--- src/sv/ssp_ram.sv ---
// Generic single-port-write, single-port-read RAM with registered read data.
`default_nettype none
module ssp_ram #(
   parameter int WIDTH     = 8,
   parameter int DEPTH     = 16,
   parameter int ADDR_BITS = 4
) (
   input  wire logic                 clock,
   input  wire logic                 wr_en,
   input  wire logic [ADDR_BITS-1:0] wr_addr,
   input  wire logic [WIDTH-1:0]     wr_data,
   input  wire logic [ADDR_BITS-1:0] rd_addr,
   output logic      [WIDTH-1:0]     rd_data
);
   logic [WIDTH-1:0] mem [DEPTH];

   always_ff @(posedge clock) begin
      if (wr_en) begin
         mem[wr_addr] <= wr_data;
      end
      rd_data <= mem[rd_addr];
   end
endmodule : ssp_ram
`default_nettype wire

--- config.mk ---
export PLATFORM = sky130hd
export DESIGN_NAME = ssp_ram
export DESIGN_NICKNAME = d
export VERILOG_FILES = /design/src/sv/ssp_ram.sv
export SDC_FILE = /design/constraint.sdc
export NUM_CORES = 1
export LEC_CHECK = 0
export ABC_AREA = 1
export BUFFER_PORTS_ARGS = -buffer_cell sky130_fd_sc_hd__buf_4
export CORE_MARGIN = 2
export CORE_UTILIZATION = 30
export CTS_CLUSTER_SIZE = 25
export DETAILED_ROUTE_END_ITERATION = 12
export PLACE_DENSITY = 0.53
export SETUP_SLACK_MARGIN = 0.5
export SLEW_MARGIN = 30
export SYNTH_ARGS = -nofsm -noshare
export SYNTH_HDL_FRONTEND = slang
export SYNTH_SLANG_ARGS = --single-unit
--- constraint.sdc ---
create_clock -name clock -period 1.5 [get_ports clock]
set_clock_uncertainty 0.15 [all_clocks]
set_input_delay 0.3 -clock clock [delete_from_list [all_inputs] [get_ports clock]]
set_output_delay 0.3 -clock clock [all_outputs]
set_load 0.05 [all_outputs]
==> flow_summary.toml <==
[run_status]
status = "finished clean"

[clock_tree]
cts_tree = "done"
cts-root-buf = "clkbuf_16"
worstSkewPairLatency_ns = 0.41
cts_hold_buf = 0
htreeDepth = 4
cts_buffers = 17
clk_pin_slew_ns = 0.05
cts_buffer_depth = 2
cts_sinks = 136

[critical_path]
worstReg2RegStart = "mem[2][6]$_DFFE_PP_"
crit_cells = 1
cp_top_family = "flip-flops"
path_max_fanout = 1
worst_r2r_path_depth = 6
crit_arrival_ns = 0.92
cp-start-kind = "flip-flop"
crit_path_end_kind = "output pin"
slowest_stage = "dfxtp_2"
crit_buf_inv = 1
crit_type = "flip-flop to output pin"
required_ns = 1.05
startpoint = "rd_data[1]$_DFF_P_"
slowest_delay_ns = 0.36
cp_cell_sequence = "buf_8"

[drt]
routedWlPerCell_um = 16.79
drt_pass1_iterations = 5
viasPerCell = 4.538
wl_um = 14190
drt-initial-drc-count = 269
vias = 3835
drc = 0
ant_nets = 0

[grt]
grt.total_usage_pct = 14.82
grt_pass1_vias = 3986
antenna_found_initial = 0
grt_first_pass_wirelength_um = 22020
grt_max_degree = 22
grt_overflow_total = 0

[logic_synthesis]
yosys-top-cells-count = "nand2_1, edfxtp_1, inv_1"
synth_area_sq_um = 5767
synth.top_cell.area_share_pct = 66.65
syn_inst = 551
yosys_warnings = 0
yosysMostFrequentCell = "nand2_1"
async_reset_ff_share_pct = 0
syn_nets = 569
synth-edff-count = 128
avgSynthCellArea_sq_um = 10.47
ys_types = 12
yosysTopAreaCell = "edfxtp_1"
synth_top_flop_cell = "edfxtp_1"
synth-seq-cells = 136
synthTopCellsByArea = "edfxtp_1, nand2_1, nand3_1, inv_1, dfxtp_1"
yosysSeqAreaShare_pct = 69.43

[die]
initial_core_util_pct = 30.73
dieWidth_um = 142.6
row_count = 50
dieArea_sq_um = 20350
coreArea_sq_um = 18770
die_h_um = 142.6
ioPinCount = 26

[pwr]
total_power_mw = 8.887
intPower_mw = 6.879
swShare_pct = 22.60
pwr-share-clk_pct = 42.2
ir_drop_mv = 0.8175
comb_power_share_pct = 9.5
seqPwrFrac_pct = 48.3
p_sw_mw = 2.009
p_leak_nw = 3.137
power-per-cell-area_nw_per_um2 = 1180

[placement]
place_congestion = 0.8647
post-place-ws_ns = -0.03115
hpwl_um = 9357
port_buffers = 25
dp_cells = 811

[finish]
nets = 616
area_growth_pct = 30.61
layoutNonFillerInstCount = 845
utilization_pct = 40.13
fill_cells = 1821
antenna_cells = 0
multi_input_area_sq_um = 1704
seq_area_sq_um = 4014
drive_gt1_share_pct = 31.91

[sta]
setup_viol = 0
period_share_pct = 91.29
holdWs_ns = 0.07426
rsz0062_at_grt = "yes"
fmax_mhz = 730.2
tightest_slew_ns = 0.3879
slew_headroom_pct = 74.11
finalHoldViolCount = 0
slew_violations = 0
min_period_ns = 1.369
setup_ws_ns = 0.1306

[hold_path]
hp-class = "input port to flip-flop"
worstHoldPathCells = 3
holdCritStartpoint = "rd_addr[3]"

[run]
maxCapViolations = 0
[stage by stage]
step | area (sq um) | setup TNS, ns
floorplan | 6036 | 0
global placement | 6516 | -0.2137
detailed placement | 6516 | -0.1178
CTS | 7341 | 0
global route | 7532 | 0
finish | 7532 | 0
[repair_timing]
| action | in CTS | in global routing |
|---|---|---|
| resized for setup | 62 | 43 |
| setup endpoints to repair | 131 | 144 |
| setup buffers | 1 | 1 |
| pin swaps | 32 | 35 |
[power groups by stage]
stage / Clock, mW / Combinational (mW) / Sequential, mW
6_report: 3.75 / 0.843 / 4.29
2_1_floorplan: 0 / 0.361 / 4.44
5_1_grt: 3.96 / 0.912 / 4.30
3_5_place_dp: 0 / 0.728 / 4.36
3_3_place_gp: 0 / 0.723 / 4.36
4_1_cts: 3.80 / 0.811 / 4.29
[final cells by class]
type,instances,area share (%)
Clock buffer,29,6.910
Clock inverter,3,0.1993
Inverter,102,5.249
Multi-Input combinational cell,289,22.62
Sequential cell,136,53.29
Tap cell,234,3.887
Timing Repair Buffer,52,7.841
[sequential cells by signal (all words and copies together), names as in the netlist]
name / flops
rd_data: 8
mem: 128
[cell usage in the layout (no fill, tap or decap), drive strengths merged]
cell type / synthesis / final
nand2: 173 / 173
edfxtp: 128 / 128
dfxtp: 8 / 8
buf: 24 / 52
nor2: 17 / 17
clkbuf: 0 / 29
nand3: 97 / 97
nand3b: 2 / 2
inv: 102 / 102
clkinv: 0 / 3
[path summary, 6_finish.rpt]
check	to	slack, ns
setup / recovery	rd_data[1]	0.13
hold / removal	rd_data[1]$_DFF_P_	0.07
hold reg to reg	rd_data[5]$_DFF_P_	0.53
setup reg to reg	rd_data[6]$_DFF_P_	0.37
[worst reg2reg max path: cells and delay by family, from the launching register on]
kind | cells | cell delay [ns]
flops | 1 | 0.37
simple gates | 6 | 0.51
[kinds of logic after synthesis]
logic type	synth area share, %
and+or+nand+nor	21.05
buffers and inverters	9.525
DFF	69.43
[layer usage]
metal / share of wire [%] / global-route usage (%) / up-vias
met1: 45 / 19.05 / 1859
met5: 0 / 0 / -
met2: 49 / 24.65 / 87
met3: 4.1 / 2.951 / 20
met4: 2.1 / 5.888 / 0
li1: - / - / 1869
Power figures use the tool's default switching activity.
